$ cat src/rtl/bbtt_pkg.sv
// Shared types and constants for the buffer tag table.
package bbtt_pkg;

	localparam logic [7:0] CNT_MAX = 8'hFF;

	typedef enum logic [1:0] {
		FUNC_GET     = 2'd0,
		FUNC_RELEASE = 2'd1,
		FUNC_PIN     = 2'd2,
		FUNC_NOP     = 2'd3
	} func_t;

	typedef enum logic [1:0] {
		ST_OK     = 2'd0,
		ST_NOFREE = 2'd1,
		ST_UNDER  = 2'd2,
		ST_OVER   = 2'd3
	} status_t;

	typedef enum logic [2:0] {
		S_IDLE,
		S_SCAN,
		S_TAIL,
		S_RDIDX,
		S_EXEC
	} state_t;

	typedef struct packed {
		func_t       func;
		logic [7:0]  dev;
		logic [31:0] block_number;
		logic [4:0]  buffer_index;
	} req_t;

	typedef struct packed {
		logic [4:0] entry_index;
		logic       hit;
		logic       needs_read;
		logic [7:0] count_after;
		status_t    status;
	} rsp_t;

	typedef struct packed {
		logic [7:0]  dev;
		logic [31:0] blk;
		logic [7:0]  cnt;
	} entry_t;

	typedef struct packed {
		logic load;
		logic scan_rd;
		logic idx_rd;
		logic exec;
	} cmd_t;

	typedef struct packed {
		logic in_get;
		logic match_now;
		logic scan_last;
	} stat_t;

endpackage

$ cat src/rtl/bbtt_ctrl.sv
// Controller state machine: sequences scan, single-entry read and update.
module bbtt_ctrl (
	input  logic            clk,
	input  logic            arst_n,
	input  logic            start,
	input  bbtt_pkg::stat_t stat,
	output logic            busy,
	output bbtt_pkg::cmd_t  cmd
);

	bbtt_pkg::state_t state_q;
	bbtt_pkg::state_t state_d;

	always_ff @(posedge clk or negedge arst_n) begin
		if (!arst_n) begin
			state_q <= bbtt_pkg::S_IDLE;
		end else begin
			state_q <= state_d;
		end
	end

	always_comb begin
		state_d = state_q;
		case (state_q)
			bbtt_pkg::S_IDLE: begin
				if (start) begin
					state_d = stat.in_get ? bbtt_pkg::S_SCAN : bbtt_pkg::S_RDIDX;
				end
			end
			bbtt_pkg::S_SCAN: begin
				// stop early on the first tag match
				if (stat.match_now) begin
					state_d = bbtt_pkg::S_EXEC;
				end else if (stat.scan_last) begin
					state_d = bbtt_pkg::S_TAIL;
				end
			end
			bbtt_pkg::S_TAIL:  state_d = bbtt_pkg::S_EXEC;
			bbtt_pkg::S_RDIDX: state_d = bbtt_pkg::S_EXEC;
			bbtt_pkg::S_EXEC:  state_d = bbtt_pkg::S_IDLE;
			default:           state_d = bbtt_pkg::S_IDLE;
		endcase
	end

	always_comb begin
		busy        = (state_q != bbtt_pkg::S_IDLE);
		cmd.load    = (state_q == bbtt_pkg::S_IDLE) && start;
		cmd.scan_rd = (state_q == bbtt_pkg::S_SCAN);
		cmd.idx_rd  = (state_q == bbtt_pkg::S_RDIDX);
		cmd.exec    = (state_q == bbtt_pkg::S_EXEC);
	end

endmodule

$ cat src/rtl/bbtt_datapath.sv
// Datapath: tag/count memory, scan compare, update logic and result register.
module bbtt_datapath #(
	parameter int NUM_BUFFERS = 32
) (
	input  logic            clk,
	input  logic            arst_n,
	input  bbtt_pkg::req_t  req,
	input  bbtt_pkg::cmd_t  cmd,
	output bbtt_pkg::stat_t stat,
	output bbtt_pkg::rsp_t  rsp,
	output logic            done
);

	localparam int AW = (NUM_BUFFERS > 1) ? $clog2(NUM_BUFFERS) : 1;
	localparam logic [AW-1:0] LAST = AW'(NUM_BUFFERS - 1);

	bbtt_pkg::entry_t mem [NUM_BUFFERS];

	bbtt_pkg::req_t   req_q;
	logic [AW-1:0]    addr_q;
	logic [NUM_BUFFERS-1:0] written_q;
	logic [NUM_BUFFERS-1:0] valid_q;

	bbtt_pkg::entry_t rd_s1;
	logic             written_s1;
	logic             scan_s1;
	logic [AW-1:0]    addr_s1;

	logic             hit_found_q;
	logic [AW-1:0]    hit_idx_q;
	logic [7:0]       hit_cnt_q;
	logic             free_found_q;
	logic [AW-1:0]    free_idx_q;

	logic             done_q;
	bbtt_pkg::rsp_t   rsp_q;

	logic [31:0]      idx_wide;
	logic [AW-1:0]    idx_addr;
	logic [31:0]      hit_wide;
	logic [31:0]      free_wide;
	logic             idx_ok;
	logic             rd_en;
	logic [AW-1:0]    rd_addr;
	bbtt_pkg::entry_t ent;
	logic             match_now;
	logic             free_now;

	logic             wr_en;
	logic [AW-1:0]    wr_addr;
	bbtt_pkg::entry_t wr_data;
	logic             set_valid;
	bbtt_pkg::rsp_t   res;

	assign idx_wide  = 32'(req_q.buffer_index);
	assign idx_addr  = idx_wide[AW-1:0];
	assign hit_wide  = 32'(hit_idx_q);
	assign free_wide = 32'(free_idx_q);
	assign idx_ok    = (idx_wide < NUM_BUFFERS);

	assign rd_en   = cmd.scan_rd || cmd.idx_rd;
	assign rd_addr = cmd.idx_rd ? idx_addr : addr_q;

	// entries never written since reset read as all zero
	assign ent       = written_s1 ? rd_s1 : '0;
	assign match_now = scan_s1 && (ent.dev == req_q.dev) && (ent.blk == req_q.block_number);
	assign free_now  = scan_s1 && (ent.cnt == 8'd0);

	assign stat.in_get    = (req.func == bbtt_pkg::FUNC_GET);
	assign stat.match_now = match_now;
	assign stat.scan_last = (addr_q == LAST);

	always_ff @(posedge clk) begin
		if (cmd.exec && wr_en) begin
			mem[wr_addr] <= wr_data;
		end
		if (rd_en) begin
			rd_s1      <= mem[rd_addr];
			written_s1 <= written_q[rd_addr];
			addr_s1    <= rd_addr;
		end
	end

	always_ff @(posedge clk or negedge arst_n) begin
		if (!arst_n) begin
			addr_q       <= '0;
			scan_s1      <= 1'b0;
			hit_found_q  <= 1'b0;
			free_found_q <= 1'b0;
			written_q    <= '0;
			valid_q      <= '0;
			done_q       <= 1'b0;
		end else begin
			scan_s1 <= cmd.scan_rd;
			done_q  <= cmd.exec;
			if (cmd.load) begin
				addr_q       <= '0;
				hit_found_q  <= 1'b0;
				free_found_q <= 1'b0;
			end else begin
				if (cmd.scan_rd) begin
					addr_q <= addr_q + AW'(1);
				end
				if (match_now) begin
					hit_found_q <= 1'b1;
				end
				if (free_now) begin
					free_found_q <= 1'b1;
				end
			end
			if (cmd.exec && wr_en) begin
				written_q[wr_addr] <= 1'b1;
			end
			if (cmd.exec && set_valid) begin
				valid_q[wr_addr] <= 1'b1;
			end
		end
	end

	// only the lowest-indexed match and free entry are kept
	always_ff @(posedge clk) begin
		if (cmd.load) begin
			req_q <= req;
		end
		if (match_now && !hit_found_q) begin
			hit_idx_q <= addr_s1;
			hit_cnt_q <= ent.cnt;
		end
		if (free_now && !free_found_q) begin
			free_idx_q <= addr_s1;
		end
		if (cmd.exec) begin
			rsp_q <= res;
		end
	end

	always_comb begin
		wr_en           = 1'b0;
		wr_addr         = idx_addr;
		wr_data         = ent;
		set_valid       = 1'b0;
		res.entry_index = req_q.buffer_index;
		res.hit         = 1'b0;
		res.needs_read  = 1'b0;
		res.count_after = 8'd0;
		res.status      = bbtt_pkg::ST_OK;
		case (req_q.func)
			bbtt_pkg::FUNC_GET: begin
				if (hit_found_q) begin
					res.entry_index = hit_wide[4:0];
					res.hit         = 1'b1;
					if (hit_cnt_q == bbtt_pkg::CNT_MAX) begin
						res.count_after = bbtt_pkg::CNT_MAX;
						res.status      = bbtt_pkg::ST_OVER;
					end else begin
						wr_en           = 1'b1;
						set_valid       = 1'b1;
						wr_addr         = hit_idx_q;
						wr_data.dev     = req_q.dev;
						wr_data.blk     = req_q.block_number;
						wr_data.cnt     = hit_cnt_q + 8'd1;
						res.needs_read  = !valid_q[hit_idx_q];
						res.count_after = hit_cnt_q + 8'd1;
					end
				end else if (free_found_q) begin
					wr_en           = 1'b1;
					set_valid       = 1'b1;
					wr_addr         = free_idx_q;
					wr_data.dev     = req_q.dev;
					wr_data.blk     = req_q.block_number;
					wr_data.cnt     = 8'd1;
					res.entry_index = free_wide[4:0];
					res.needs_read  = 1'b1;
					res.count_after = 8'd1;
				end else begin
					res.entry_index = 5'd0;
					res.status      = bbtt_pkg::ST_NOFREE;
				end
			end
			bbtt_pkg::FUNC_RELEASE: begin
				if (!idx_ok || ent.cnt == 8'd0) begin
					res.status = bbtt_pkg::ST_UNDER;
				end else begin
					wr_en           = 1'b1;
					wr_data.cnt     = ent.cnt - 8'd1;
					res.count_after = ent.cnt - 8'd1;
				end
			end
			bbtt_pkg::FUNC_PIN: begin
				if (!idx_ok) begin
					res.status = bbtt_pkg::ST_OVER;
				end else if (ent.cnt == bbtt_pkg::CNT_MAX) begin
					res.count_after = bbtt_pkg::CNT_MAX;
					res.status      = bbtt_pkg::ST_OVER;
				end else begin
					wr_en           = 1'b1;
					wr_data.cnt     = ent.cnt + 8'd1;
					res.count_after = ent.cnt + 8'd1;
				end
			end
			default: begin
				res.count_after = idx_ok ? ent.cnt : 8'd0;
			end
		endcase
	end

	assign rsp  = rsp_q;
	assign done = done_q;

endmodule

$ cat src/rtl/block_buffer_tag_table_core.sv
// Top level of the buffer tag table: controller plus datapath.
//
//  channel   handshake            payload        direction
//  request   start / busy         req (req_t)    in
//  result    done strobe          rsp (rsp_t)    out
//
// A get scans the table one entry per cycle from entry 0 and stops at the
// first tag match. Release, pin and the undefined op read one entry.
// One item at a time; busy stays high until the update. Reset clears the
// table at once through per-entry written and valid bits.
// The result is registered and shown for one cycle; the receiver cannot stall.
module block_buffer_tag_table_core #(
	parameter int NUM_BUFFERS = 32
) (
	input  logic           clk,
	input  logic           arst_n,
	input  logic           start,
	output logic           busy,
	input  bbtt_pkg::req_t req,
	output logic           done,
	output bbtt_pkg::rsp_t rsp
);

	bbtt_pkg::cmd_t  cmd;
	bbtt_pkg::stat_t stat;

	bbtt_ctrl u_ctrl (
		.clk    (clk),
		.arst_n (arst_n),
		.start  (start),
		.stat   (stat),
		.busy   (busy),
		.cmd    (cmd)
	);

	bbtt_datapath #(
		.NUM_BUFFERS (NUM_BUFFERS)
	) u_dp (
		.clk    (clk),
		.arst_n (arst_n),
		.req    (req),
		.cmd    (cmd),
		.stat   (stat),
		.rsp    (rsp),
		.done   (done)
	);

endmodule

$ cat config.mk
export PLATFORM = sky130hd
export DESIGN_NAME = block_buffer_tag_table_core
export DESIGN_NICKNAME = d
export VERILOG_FILES = /design/src/rtl/bbtt_pkg.sv /design/src/rtl/bbtt_ctrl.sv /design/src/rtl/bbtt_datapath.sv /design/src/rtl/block_buffer_tag_table_core.sv
export SDC_FILE = /design/constraint.sdc
export NUM_CORES = 2
export LEC_CHECK = 0
export BUFFER_PORTS_ARGS = -buffer_cell sky130_fd_sc_hd__buf_2
export CAP_MARGIN = 10
export CORE_AREA = 3 3 495 497
export DETAILED_ROUTE_END_ITERATION = 8
export DIE_AREA = 0 0 498 500
export PLACE_DENSITY = 0.55
export SLEW_MARGIN = 20
export SYNTH_ARGS = -nofsm -noshare
export SYNTH_HDL_FRONTEND = slang
export SYNTH_HIERARCHICAL = 1
export SYNTH_SLANG_ARGS = --single-unit
$ cat constraint.sdc
create_clock -name clk -period 10.3 [get_ports clk]
set_clock_uncertainty 0.15 [all_clocks]
set_input_delay 0 -clock clk [delete_from_list [all_inputs] [get_ports clk]]
set_output_delay 0 -clock clk [all_outputs]
set_load 0.1 [all_outputs]
Word-level counts from Yosys, hierarchy flattened
Memory sizes are Yosys's and may differ from the RTL's. A register that Yosys moved wholly into a read port is not among the register bits. Cells that the tools add are included.

Add/subtract/negate cells: 4. Order comparisons: 5. Equality and inequality tests: 13. Muxes and demuxes: 60. Bitwise gates (word level): 2. Reductions and logical operators: 25.

Operators with widths (number): $mux 48 (4); $mux 8 (8); $or 32x32->32 (2); $pmux 8 s3 (2); $mux 5 (9); $mux 40 (1); $eq 32x32->1 (1); $lt 5x6->1 const B (4); $mux 1 (19); $add 8x1->8 const B (2); $eq 8x8->1 const B (2); $mux 11 (1); $bmux 1 s5 (2); $mux 2 (5); $logic_and 1x1->1 (9); $mux 3 (3); $mux 9 (1); $pmux 3 s3 (1); $eq 8x8->1 (1); $logic_not 8->1 (1); $sub 8x1->8 const B (1); $mux 7 (1); $eq 3x2->1 const B (2); $pmux 2 s3 (1); 19 further kinds (26).

Register bits after elaboration: 164. RAM bits: 1536. Bits of input ports: 50. Output and inout bits: 19. Word-level logic and storage cells: 132. Memories kept: 1.

Memory list: u_dp.mem (words 32, bits a word 48, rd ports 1, clocked after Yosys merged registers in 1, wr ports 1, RTL line bbtt_datapath.sv:17) `bbtt_pkg::entry_t mem [NUM_BUFFERS];`.

Depth between registers and ports, before layout
Word-level depth: 9. Depth in mapped cells: 12. Depth with buffers taken out: 9.

By module
Netlist, hierarchy kept.

Modules (own cells, without submodules): bbtt_datapath (instances 1, cells each 5291, area each 72016.6 um2, seq. area each 52034.9 um2); bbtt_ctrl (instances 1, cells each 15, area each 181.4 um2, seq. area each 75.1 um2).

Worst setup path after synthesis
OpenSTA, ideal clock, no wires.

Path kind: register -> register. Start point: register u_ctrl.state_q[2]. End point: memory u_dp/mem[8][0] (netlist name), enable pin. Library setup time: 0.513 ns. Arrival: 6.280 ns. Data required time: 9.637 ns. Slack: 3.357 ns. Stages on the path, launching flop included: 8. Buffers on the path: 2. Clock period less this slack: 6.943 ns. Cell sequence: dfrtp_1 nor3b_1 nand2_1 a21o_1 or3_1 buf_2 buf_6 nor3_1.

RTL lines: start: declaration (RTL line bbtt_ctrl.sv:11) `bbtt_pkg::state_t state_q;`; start signal: assignment (RTL line bbtt_ctrl.sv:16) `state_q <= bbtt_pkg::S_IDLE;`; start signal: assignment (RTL line bbtt_ctrl.sv:18) `state_q <= state_d;`; end: declaration (RTL line bbtt_datapath.sv:17).

==> results.cfg <==
[grt]
antenna_found_initial = 4
grt_overflow = 0
track_usage = 0.177
grt_max_degree = 171
grt_pass1_vias = 45400
grt_first_pass_wirelength_um = 325000

[cts]
clk_pin_slew_ps = 70
cts_resized = 0
clk_latency_ps = 820
tritoncts = built
htreeDepth = 4
cts.sinks = 1748
cts_buffers = 174
clockBufferDepth = 3
root_buffer = clkbuf_16

[synth]
netlist_area_sq_um = 72200
synthDistinctLibCells = 86
synth_ff_type = edfxtp_1
synth_area_leaders = edfxtp_1, nand2_1, nand2b_1, dfrtp_1, mux2i_1
syn-instance-count = 5306
syn_avg_cell_area_sq_um = 13.6
synth_nets = 5364
ys_ff_latch = 1748
ys_warn_count = 6
async_flop_share = 0.0435
seq_area_frac_synth = 0.722
synth_top_cell_area_share = 0.695
yosys.area.top_type = edfxtp_1
synth_edf_count = 1672

[worst_hold_path]
hold-path-cell-count = 3
hp-class = input pin to flip-flop
holdPathEnd = u_dp/req_q[35]
hold_start = req[35]

[setup_path]
required_ps = 10620
worstPathArrival_ps = 5960
rr_worst_depth = 10
r2r_start = u_ctrl/state_q[1]
critPathCaptureType = flip-flop
rr_endpoint = u_dp/rd_s1[1]
r2r_setup_slack_ps = 4660
crit_type = flip-flop to flip-flop
start_kind = flip-flop
crit_fanout = 127

[detailed_routing]
route.vias.total = 47600
drt-wirelength-per-cell_um = 25.9
routed_wirelength_um = 227000
first_pass_iters = 6
top_layer = met4
postRouteAntennaNets = 0
routed_via_density = 5.42
wl_met2_um = 104000
post-route-drc-count = 0
wl_met3_um = 19000
wirelength_met1_um = 98000
drtIter0Drc = 5683

[timing]
rsz0062_at_grt = false
hold_slack_ps = 277
final.min_clock_period_ps = 5640
worst_pin_slew_ps = 1340
finalHoldViolations = 0
slew_headroom = 0.109
clock.fmax_mhz = 177
post-route-period-util = 0.547
finalWorstSetupSlack_ps = 4660
setup_tns_ps = 0
slew_violations = 0
setup_violations = 0

[outcome]
status = completed

[floorplan]
die_w_um = 498
io_pins = 69
die_area_sq_um = 249000
start_util = 0.300
core_sq_um = 241000
placementRows = 180
die_y_um = 500

[place]
place_hpwl_um = 120000
place_congestion = 0.808
io_buffers = 68
dp_worst_setup_slack_ps = 4710

[layout]
drive_gt1_frac = 0.108
syn2layout_area_growth_pct = 15.8
nets = 5515

[power]
vdd_drop_max_uv = 267
power_density_nw_per_um2 = 274
p_leak_nw = 27.8

[flow_run]
max_cap_viol_count = 0
## through the flow
step                      instances  power [mW]  instance area [sq um]   util
after global routing           8789        23.8                  83600  0.347
after global placement         8367        16.3                  76800  0.319
after CTS                      8789        22.9                  83500  0.347
after detailed placement       8367        16.5                  76800  0.319
final                          8791        22.9                  83600  0.347
after floorplan                5306        13.8                  72200      -
## flip-flops by register name, summed over array words and instances (netlist names)
register,count
u_dp/addr_q,5
u_dp/rsp,17
u_ctrl/state_q,3
u_dp/written_q,32
u_dp/done,1
u_dp/hit_found_q,1
u_dp/mem,1536
u_dp/free_found_q,1
u_dp/addr_s1,5
u_dp/valid_q,32
u_dp/written_s1,1
u_dp/rd_s1,48
u_dp/scan_s1,1
u_dp/free_idx_q,5
u_dp/req_q,42
u_dp/hit_idx_q,5
u_dp/idx_addr,5
u_dp/hit_cnt_q,8
## critical path, cell delays in order, from the launching register on
cell	delay, ps
dfrtp_1	520
and3b_2	700
nand2_1	220
o21a_4	340
inv_8	530
buf_12	670
nor2_4	280
buf_4	420
a32oi_1	330
nand4_1	180
a311oi_1	820
## metal layers
metal | track usage | vias to the layer above
met2 | 0.279 | 2201
met3 | 0.0326 | 383
met4 | 0.0504 | 0
li1 | - | 20500
met5 | 0 | -
met1 | 0.249 | 24600
## report_power, final
part / leakage (nW) / internal [mW] / switching (mW)
Sequential: 16.3 / 9.26 / 0.408
Combinational: 8.65 / 1.91 / 4.86
Clock: 2.79 / 3.62 / 2.79
## layout by cell type, fill, tap and decap left out, types with 20 or more instances in the layout
cell | synthesis | layout
inv_1 | 39 | 38
clkinv_2 | 0 | 31
a21oi_1 | 167 | 165
o22ai_1 | 104 | 104
nand3_1 | 331 | 331
nor2_4 | 2 | 25
buf_4 | 2 | 135
nand2b_1 | 366 | 366
a311oi_1 | 45 | 45
o21ai_1 | 5 | 33
o21bai_1 | 40 | 40
dfrtp_1 | 76 | 75
nand2_1 | 983 | 983
o21ai_0 | 172 | 126
nand4_1 | 58 | 58
edfxtp_1 | 1672 | 1672
buf_2 | 48 | 67
nor2_1 | 89 | 65
clkbuf_1 | 249 | 34
mux2i_1 | 176 | 174
clkinv_1 | 2 | 44
a22oi_1 | 173 | 173
a21o_1 | 20 | 20
a32oi_1 | 171 | 171
dlygate4sd3_1 | 0 | 99
clkbuf_16 | 0 | 178
## cell type report
cell class	count	area (sq um)
inverter	43	178
clock inverter	110	1130
antenna	2	5.00
tap	3185	3990
timing repair buffer	309	2460
fill	23000	157000
sequential	1748	52100
clock buffer	213	4600
multi-input combinational	3181	19100
## worst max path at each step
stage	startpoint	endpoint	slack, ps	cells past startpoint
after floorplan	u_ctrl/state_q[2]	u_dp/mem[8][0]	3360	7
after global placement	u_ctrl/state_q[2]	u_dp/rd_s1[1]	4840	10
after global routing	u_ctrl/state_q[1]	u_dp/rd_s1[1]	4520	10
final	u_ctrl/state_q[1]	u_dp/rd_s1[1]	4660	10
after detailed placement	u_ctrl/state_q[1]	u_dp/rd_s1[1]	4710	10
after CTS	u_ctrl/state_q[1]	u_dp/rd_s1[1]	4690	10
## cells in the mapped netlist, types with 14 or more instances
master / n
a21o_1: 20
a21oi_1: 167
a22oi_1: 173
a311oi_1: 45
a31o_2: 15
a32oi_1: 171
buf_1: 34
buf_2: 48
clkbuf_1: 249
dfrtp_1: 76
edfxtp_1: 1672
inv_1: 39
mux2i_1: 176
mux4_2: 16
nand2_1: 983
nand2b_1: 366
nand3_1: 331
nand4_1: 58
nor2_1: 89
nor3_1: 34
o21ai_0: 172
o21bai_1: 40
o22ai_1: 104
xor2_1: 14
## logic make-up (layout without fill, tap and decap cells)
group,after synthesis,after routing,synth area share
buffers and inverters,377,675,0.0206
flip-flops,1748,1748,0.722
AO/OA/AOI/OAI,1009,1009,0.0966
other,0,2,0
adder cells (fa/ha/maj),8,8,0.00139
AND/OR/NAND/NOR,1949,1949,0.127
XOR/XNOR,18,18,0.00218
multiplexers,197,197,0.0302
## timing repair
item	in CTS	in global routing
setup buffers	0	0
endpoints found under the setup margin	0	0
hold endpoints to repair	137	0
hold buffers	99	0
Note: power is estimated with default switching activity, not from simulation.
